File: config.mk
export PLATFORM = sky130hd
export DESIGN_NAME = bitmap_first_fit_allocator
export DESIGN_NICKNAME = d
export VERILOG_FILES = /design/src/hw/rtl/bffa_pkg.sv /design/src/hw/rtl/bffa_mem.sv /design/src/hw/rtl/bffa_word.sv /design/src/hw/rtl/bitmap_first_fit_allocator.sv
export SDC_FILE = /design/constraint.sdc
export NUM_CORES = 1
export LEC_CHECK = 0
export ABC_AREA = 1
export BUFFER_PORTS_ARGS = -buffer_cell sky130_fd_sc_hd__buf_2
export CORE_ASPECT_RATIO = 1.4
export CORE_MARGIN = 1.5
export CORE_UTILIZATION = 35
export CTS_CLUSTER_DIAMETER = 120
export CTS_CLUSTER_SIZE = 24
export DETAILED_ROUTE_END_ITERATION = 16
export PLACE_DENSITY = 0.51
export SLEW_MARGIN = 25
export SYNTH_ARGS = -nofsm -noshare
export SYNTH_HDL_FRONTEND = slang
export SYNTH_SLANG_ARGS = --single-unit
File: constraint.sdc
create_clock -name clock -period 9.7 [get_ports clock]
set_input_delay 0.97 -clock clock [delete_from_list [all_inputs] [get_ports clock]]
set_output_delay 0.97 -clock clock [all_outputs]
set_load 0.005 [all_outputs]
File: src/hw/rtl/bffa_pkg.sv
`default_nettype none

package bffa_pkg;

   // map size default in bytes
   localparam int unsigned MAP_BYTES_DEF = 32;

   // field widths
   localparam int unsigned WORD_W  = 8;
   localparam int unsigned CMD_W   = 2;
   localparam int unsigned START_W = 8;
   localparam int unsigned LEN_W   = 9;
   localparam int unsigned RUN_W   = 8;

   // command codes
   typedef enum logic [CMD_W-1:0] {
      CMD_SEARCH = 2'd0,
      CMD_ALLOC  = 2'd1,
      CMD_FREE   = 2'd2
   } cmd_type;

   // sequencer states
   typedef enum logic [2:0] {
      ST_CLEAR,
      ST_IDLE,
      ST_SCAN,
      ST_LAST,
      ST_RESP
   } state_type;

   // command held for the duration of a scan
   typedef struct packed {
      cmd_type              cmd;
      logic [START_W-1:0]   start_bit;
      logic [LEN_W-1:0]     run_length;
   } op_type;

   // running state of a first-fit search
   typedef struct packed {
      logic                 hit;
      logic [LEN_W-1:0]     zeros;
      logic [RUN_W-1:0]     run_begin;
      logic [RUN_W-1:0]     where;
   } search_type;

endpackage

`default_nettype wire

File: src/hw/rtl/bffa_mem.sv
`default_nettype none

module bffa_mem
   import bffa_pkg::*;
#(
   parameter int unsigned DEPTH = MAP_BYTES_DEF,
   parameter int unsigned AW    = 5
) (
   input  wire logic              clock,
   input  wire logic              rd_en,
   input  wire logic [AW-1:0]     rd_addr,
   output logic      [WORD_W-1:0] rd_data,
   input  wire logic              wr_en,
   input  wire logic [AW-1:0]     wr_addr,
   input  wire logic [WORD_W-1:0] wr_data
);

   logic [WORD_W-1:0] mem [DEPTH];
   logic [WORD_W-1:0] rd_data_ff;

   // write port
   always_ff @(posedge clock) begin
      if (wr_en) begin
         mem[wr_addr] <= wr_data;
      end
   end

   // registered read port
   always_ff @(posedge clock) begin
      if (rd_en) begin
         rd_data_ff <= mem[rd_addr];
      end
   end

   assign rd_data = rd_data_ff;

endmodule

`default_nettype wire

File: src/hw/rtl/bffa_word.sv
`default_nettype none

module bffa_word
   import bffa_pkg::*;
#(
   parameter int unsigned BIT_W = 8
) (
   input  wire op_type            op,
   input  wire logic [BIT_W-1:0]  base,
   input  wire logic [WORD_W-1:0] word_in,
   input  wire search_type        srch_in,
   output logic      [WORD_W-1:0] word_out,
   output search_type             srch_out
);

   localparam int unsigned CW = (BIT_W > 10) ? BIT_W : 10;

   logic [CW-1:0] bit_idx;
   logic [CW-1:0] range_lo;
   logic [CW-1:0] range_hi;
   logic          in_range;
   search_type    s;
   logic [WORD_W-1:0] w;

   // one word: eight search steps or eight mark updates
   always_comb begin
      s        = srch_in;
      w        = word_in;
      bit_idx  = '0;
      in_range = 1'b0;
      range_lo = CW'(op.start_bit);
      range_hi = CW'(op.start_bit) + CW'(op.run_length);
      for (int j = 0; j < WORD_W; j++) begin
         bit_idx  = CW'(base) + CW'(j);
         in_range = (bit_idx >= range_lo) && (bit_idx < range_hi);
         case (op.cmd)
            CMD_SEARCH: begin
               if (!s.hit && (op.run_length != '0)) begin
                  if (word_in[j]) begin
                     s.run_begin = RUN_W'(bit_idx + CW'(1));
                     s.zeros     = '0;
                  end else begin
                     s.zeros = s.zeros + LEN_W'(1);
                     if (s.zeros == op.run_length) begin
                        s.hit   = 1'b1;
                        s.where = s.run_begin;
                     end
                  end
               end
            end
            CMD_ALLOC: begin
               if (in_range) begin
                  w[j] = 1'b1;
               end
            end
            CMD_FREE: begin
               if (in_range) begin
                  w[j] = 1'b0;
               end
            end
            default: begin
            end
         endcase
      end
      srch_out = s;
      word_out = w;
   end

endmodule

`default_nettype wire

File: src/hw/rtl/bitmap_first_fit_allocator.sv
// channel   dir  signals                       contents
// req       in   req_tvalid/tready/tdata/tuser  tdata: start_bit, run_length; tuser: cmd
// rsp       out  rsp_tvalid/tready/tdata/tuser  tdata: run_start; tuser: found
//
// every command walks the whole map, one byte word per cycle through the
// single-port-read bitmap memory
// after reset a clearing pass writes all MAP_BYTES words to free, during which
// req_tready stays low
// a new command is taken while a result still waits on rsp; the scan then
// holds in its response state until the output register frees up
`default_nettype none

module bitmap_first_fit_allocator
   import bffa_pkg::*;
#(
   parameter int unsigned MAP_BYTES = MAP_BYTES_DEF
) (
   input  wire logic        clock,
   input  wire logic        reset,
   input  wire logic        req_tvalid,
   output logic             req_tready,
   input  wire logic [23:0] req_tdata,   // [7:0] start_bit, [16:8] run_length
   input  wire logic [1:0]  req_tuser,   // [1:0] cmd
   output logic             rsp_tvalid,
   input  wire logic        rsp_tready,
   output logic [7:0]       rsp_tdata,   // [7:0] run_start
   output logic             rsp_tuser    // [0] found
);

   localparam int unsigned AW    = (MAP_BYTES > 1) ? $clog2(MAP_BYTES) : 1;
   localparam int unsigned BIT_W = AW + 3;

   state_type       state_ff, state_in;
   logic [AW-1:0]   cnt_ff, cnt_in;
   logic            proc_vld_ff;
   logic [AW-1:0]   proc_addr_ff;
   op_type          op_ff;
   search_type      srch_ff;
   search_type      srch_nxt;
   logic            rsp_valid_ff;
   logic            rsp_found_ff;
   logic [RUN_W-1:0] rsp_start_ff;

   logic              rd_en;
   logic              clr_wr;
   logic              load_rsp;
   logic              last_word;
   logic              req_xfer;
   logic [WORD_W-1:0] rd_data;
   logic [WORD_W-1:0] new_word;
   logic              wr_en;
   logic [AW-1:0]     wr_addr;
   logic [WORD_W-1:0] wr_data;

   assign last_word = (cnt_ff == AW'(MAP_BYTES - 1));
   assign req_xfer  = req_tvalid && req_tready;

   // sequencer next state
   always_comb begin
      state_in   = state_ff;
      cnt_in     = cnt_ff;
      rd_en      = 1'b0;
      clr_wr     = 1'b0;
      load_rsp   = 1'b0;
      req_tready = 1'b0;
      case (state_ff)
         ST_CLEAR: begin
            clr_wr = 1'b1;
            cnt_in = cnt_ff + AW'(1);
            if (last_word) begin
               cnt_in   = '0;
               state_in = ST_IDLE;
            end
         end
         ST_IDLE: begin
            req_tready = 1'b1;
            if (req_tvalid) begin
               cnt_in   = '0;
               state_in = ST_SCAN;
            end
         end
         ST_SCAN: begin
            rd_en  = 1'b1;
            cnt_in = cnt_ff + AW'(1);
            if (last_word) begin
               cnt_in   = '0;
               state_in = ST_LAST;
            end
         end
         ST_LAST: begin
            state_in = ST_RESP;
         end
         ST_RESP: begin
            if (!rsp_valid_ff || rsp_tready) begin
               load_rsp = 1'b1;
               state_in = ST_IDLE;
            end
         end
         default: begin
            state_in = ST_CLEAR;
         end
      endcase
   end

   // sequencer registers
   always_ff @(posedge clock) begin
      if (reset) begin
         state_ff    <= ST_CLEAR;
         cnt_ff      <= '0;
         proc_vld_ff <= 1'b0;
      end else begin
         state_ff    <= state_in;
         cnt_ff      <= cnt_in;
         proc_vld_ff <= rd_en;
      end
   end

   // word address that matches the read data
   always_ff @(posedge clock) begin
      proc_addr_ff <= cnt_ff;
   end

   // command capture
   always_ff @(posedge clock) begin
      if (req_xfer) begin
         op_ff.cmd        <= cmd_type'(req_tuser);
         op_ff.start_bit  <= req_tdata[7:0];
         op_ff.run_length <= req_tdata[16:8];
      end
   end

   // search state, cleared per command
   always_ff @(posedge clock) begin
      if (req_xfer) begin
         srch_ff <= '0;
      end else if (proc_vld_ff) begin
         srch_ff <= srch_nxt;
      end
   end

   // bitmap storage
   assign wr_en   = clr_wr || proc_vld_ff;
   assign wr_addr = clr_wr ? cnt_ff : proc_addr_ff;
   assign wr_data = clr_wr ? '0 : new_word;

   bffa_mem #(
      .DEPTH (MAP_BYTES),
      .AW    (AW)
   ) u_mem (
      .clock   (clock),
      .rd_en   (rd_en),
      .rd_addr (cnt_ff),
      .rd_data (rd_data),
      .wr_en   (wr_en),
      .wr_addr (wr_addr),
      .wr_data (wr_data)
   );

   // per-word search and mark datapath
   bffa_word #(
      .BIT_W (BIT_W)
   ) u_word (
      .op       (op_ff),
      .base     ({proc_addr_ff, 3'b000}),
      .word_in  (rd_data),
      .srch_in  (srch_ff),
      .word_out (new_word),
      .srch_out (srch_nxt)
   );

   // result register
   always_ff @(posedge clock) begin
      if (reset) begin
         rsp_valid_ff <= 1'b0;
      end else if (load_rsp) begin
         rsp_valid_ff <= 1'b1;
      end else if (rsp_tready) begin
         rsp_valid_ff <= 1'b0;
      end
   end

   always_ff @(posedge clock) begin
      if (load_rsp) begin
         rsp_found_ff <= srch_ff.hit;
         rsp_start_ff <= srch_ff.where;
      end
   end

   assign rsp_tvalid = rsp_valid_ff;
   assign rsp_tdata  = rsp_start_ff;
   assign rsp_tuser  = rsp_found_ff;

endmodule

`default_nettype wire

==> metrics.log <==
INFO  metric status = completed
INFO  metric hold_ws = 0.478 ns
INFO  metric route.top_layer_used = met4
INFO  metric clkSlewWorstSetupHoldPaths = 0.11 ns
INFO  metric clockRootBuffer = clkbuf_16
INFO  metric drtIter0Drc = 1166
INFO  metric cap_violations = 0
INFO  metric grt_overflow_total = 0
INFO  metric first_global_vias = around 16000
INFO  metric worstHoldPathType = register to register
INFO  metric area_of_all_sequential_standard_cells = between 9000 and 10000 sq um
INFO  metric layout.filler_cells = ~5700
INFO  metric finalSetupViolCount = 0
INFO  metric die_area = 57800 sq um
INFO  metric worst-setup-path-type = register to register
INFO  metric cp_slowest_stage_delay = 0.52 ns
INFO  metric net_switching_fraction_of_the_power = 35.0%
INFO  metric area_occupied_by_multi_input_gates = 8970 sq um
INFO  metric synth_top_area_share = around 44%
INFO  metric core-area = 55500 sq um
INFO  metric cts_made_buffers = 17
INFO  metric track_usage = 21.5%
INFO  metric power_frac_comb = 29.6%
INFO  metric drt-met1-wl = 24400 microns
INFO  metric dieHeight = around 280 microns
INFO  metric totalWireLength = 62400 microns
INFO  metric power_frac_seq = 47.5%
INFO  metric endpoint_type_of_the_worst_setup_path = register
INFO  metric route.detailed.vias_per_inst = 5.34
INFO  metric antenna_found_initial = 0
INFO  metric synth.yosys.seq_area_share = 48.6%
INFO  metric timing.final.max_slew_violations = 0
INFO  metric report.power.total = 3460 uW
INFO  metric vdd.ir_drop.worst = 175 uV
INFO  metric start_util = about 36%
INFO  metric cts_setup_buffers = 0
INFO  metric tritoncts = done
INFO  metric cts_htree_levels = 1
INFO  metric cp-start-kind = register
INFO  metric path_max_fanout = 12
INFO  metric worstMarginPinSlew = 0.888 ns
INFO  metric synth.area.top_cells = edfxtp_1 (44%), nand2_1 (10%), nor2_1 (5.9%)
INFO  metric dp_slack = approximately 0.75 ns
INFO  metric antennaDiodeCount = 0
INFO  metric synth.avg_cell_area = 8.26 sq um
INFO  metric cts-root-to-sink-buffers = 3
INFO  metric synth_largest_area_cell = edfxtp_1
INFO  metric number_of_distinct_library_cells_after_synthesis = 54
INFO  metric clkSinkCount = ~330
INFO  metric post_route_drc_violation_count = 0
INFO  metric timing.setup.tns = 0 ns
INFO  metric io_pins = 41
INFO  metric detail_route.wl_per_cell = 20.0 microns
INFO  metric final_hold_viol_count = 0
INFO  metric slew_headroom = 40.6%
INFO  metric gpl_wtd_cong = ~0.96
INFO  metric p_leak = 0.00831 uW
INFO  metric wl_met3 = ~2000 microns
INFO  metric rsz0062_at_grt = no
INFO  metric most_used_cells_in_the_layout_excluding_fill_and_tap_cells = nand2_1 (547), nor2_1 (301), edfxtp_1 (292), o21ai_0 (234), nand3_1 (208)
INFO  metric share_clk_of_total_power = 22.9%
INFO  metric p_switching = 1210 uW
INFO  metric area_delta_synth_final = 7.65%
INFO  metric cp_slowest_cell = dfxtp_1
INFO  metric netlist_instances = 2388
INFO  metric drt-pass1-iter-count = 7
INFO  metric ant_nets = 0
INFO  metric mostFrequentLayoutCell = nand2_1
INFO  metric num-nets-final = approximately 2500
INFO  metric dp_hpwl = 44200 microns
INFO  metric first_pass_grt_wire_length = 95300 microns
INFO  metric synth_seq_cells = 333
INFO  metric insertion_delay = between 0.5 and 0.6 ns
INFO  metric internal-power = 2250 uW
INFO  metric power.density = 163 nW/um^2
INFO  metric route.met2.wl = 33500 microns
INFO  metric worstPathArrival = 9.28 ns
INFO  metric netlist_area = 19700 sq um
INFO  metric grt_max_degree = 78
INFO  metric setup_slack = 0.821 ns
INFO  metric port-buffer-count = 33
INFO  metric final_layout_size_suffix_gt1_share = 10.6%
INFO  metric std_cell_rows = 102
INFO  metric timing.final.crit_share = 91.5%
INFO  metric critical_path_required = 10.10 ns
INFO  metric synthesis.nets = 2453
INFO  metric die_x = 204 microns
INFO  metric finalWorstPathRequiredPeriod = around 9 ns
INFO  metric synth-warning-count = 0
INFO  metric skew = 0.0226 ns
INFO  metric max_freq = 0.113 GHz
INFO  metric cpMostUsedCell = nand2_1
INFO  metric dr_vias = 16703
## timing repair
item,in CTS,in global routing
hold endpoints to repair,0,0
endpoints found under the setup margin,0,9
resized for setup,0,5
hold buffers,0,0
## sequential cells by signal, summed over array words and instances (netlist names)
| name | flops |
|---|---|
| proc_addr_ff | 5 |
| rsp_tuser | 1 |
| state_ff | 3 |
| op_ff | 19 |
| cnt_ff | 5 |
| rsp_tvalid | 1 |
| u_mem.mem | 256 |
| u_mem.rd_data | 8 |
| proc_vld_ff | 1 |
| rsp_tdata | 8 |
| srch_ff | 26 |
## cell families (layout without fill, tap and decap cells)
| logic type | count (synthesis) | in the layout | share of synthesized area [%] |
|---|---|---|---|
| flip-flops | 333 | 333 | 48.6 |
| AO/OA/AOI/OAI | 443 | 443 | 13.4 |
| adder cells (fa/ha/maj) | 35 | 35 | 2.26 |
| buffers and inverters | 309 | 319 | 6.25 |
| XOR/XNOR | 19 | 19 | 0.843 |
| multiplexers | 10 | 10 | 0.564 |
| AND/OR/NAND/NOR | 1239 | 1239 | 28.1 |
## metrics by stage
stage | instances | utilization [%] | cell area, sq um
global route | 3126 | 38.3 | 21200
global placement | 3096 | 37.4 | 20700
CTS | 3126 | 38.2 | 21200
floorplan | 2388 | - | 19700
finish | 3126 | 38.3 | 21200
detailed placement | 3096 | 37.4 | 20700
## critical path: cells and delay by family (launching register included)
family | cells | cell delay, ns
and+or+nand+nor | 37 | 4.99
AOI/OAI and AO/OA | 6 | 1.45
adders and majority gates | 4 | 1.07
buffers and inverters | 3 | 0.53
DFF | 1 | 0.52
xor gates and xnor gates | 1 | 0.17
## per-layer routing
metal  vias to the layer above  track usage (%)
met5                         -                0
met4                         0             8.48
met3                        99             1.30
met2                       407             41.3
met1                      7975             24.2
li1                       8222                -
## synth_stat cells, drive strengths merged
master and count:
a221oi 7, clkinv 8, inv 205, xor2 15
edfxtp 292, a221o 1, xnor2 4, or3 1
or2 3, ha 34, fa 1, a31oi 11
clkbuf 75, nor3 14, o31ai 1, nand4 47
a211oi 3, mux2 9, a32oi 7, a22o 1
a22oi 2, nand3 223, dfxtp 41, and2 2
nand3b 7, o221ai 49, o22ai 17, buf 21
nor2 349, nor4 4, a21oi 71, o21bai 5
o211ai 8, o21ai 260, nand2 589, mux2i 1
## power by group through the flow
stage | combinational (uW) | clock (uW) | sequential, uW
CTS | 1020 | 822 | 1640
global route | 1160 | 860 | 1650
floorplan | 789 | 0 | 1650
finish | 1020 | 794 | 1640
detailed placement | 1010 | 0 | 1680
global placement | 1000 | 0 | 1680
## worst paths after layout
check,startpoint,end,slack (ns),cells past startpoint
worst max register to register,srch_ff[16],srch_ff[4],0.82,51
worst min register to register,srch_ff[12],srch_ff[12],0.48,2
worst min-delay path,srch_ff[12],srch_ff[12],0.48,2
worst max-delay path,srch_ff[16],srch_ff[4],0.82,51
## layout make-up
class / count / share of cell area, %
flip-flops and latches: 333 / 45.2
clock inverters: 2 / 0.0648
inverters: 213 / 3.77
repair buffers: 76 / 2.30
clock buffers: 28 / 2.20
multi-input cells: 1746 / 42.2
well taps: 728 / 4.29
Power figures use the tool's default switching activity.
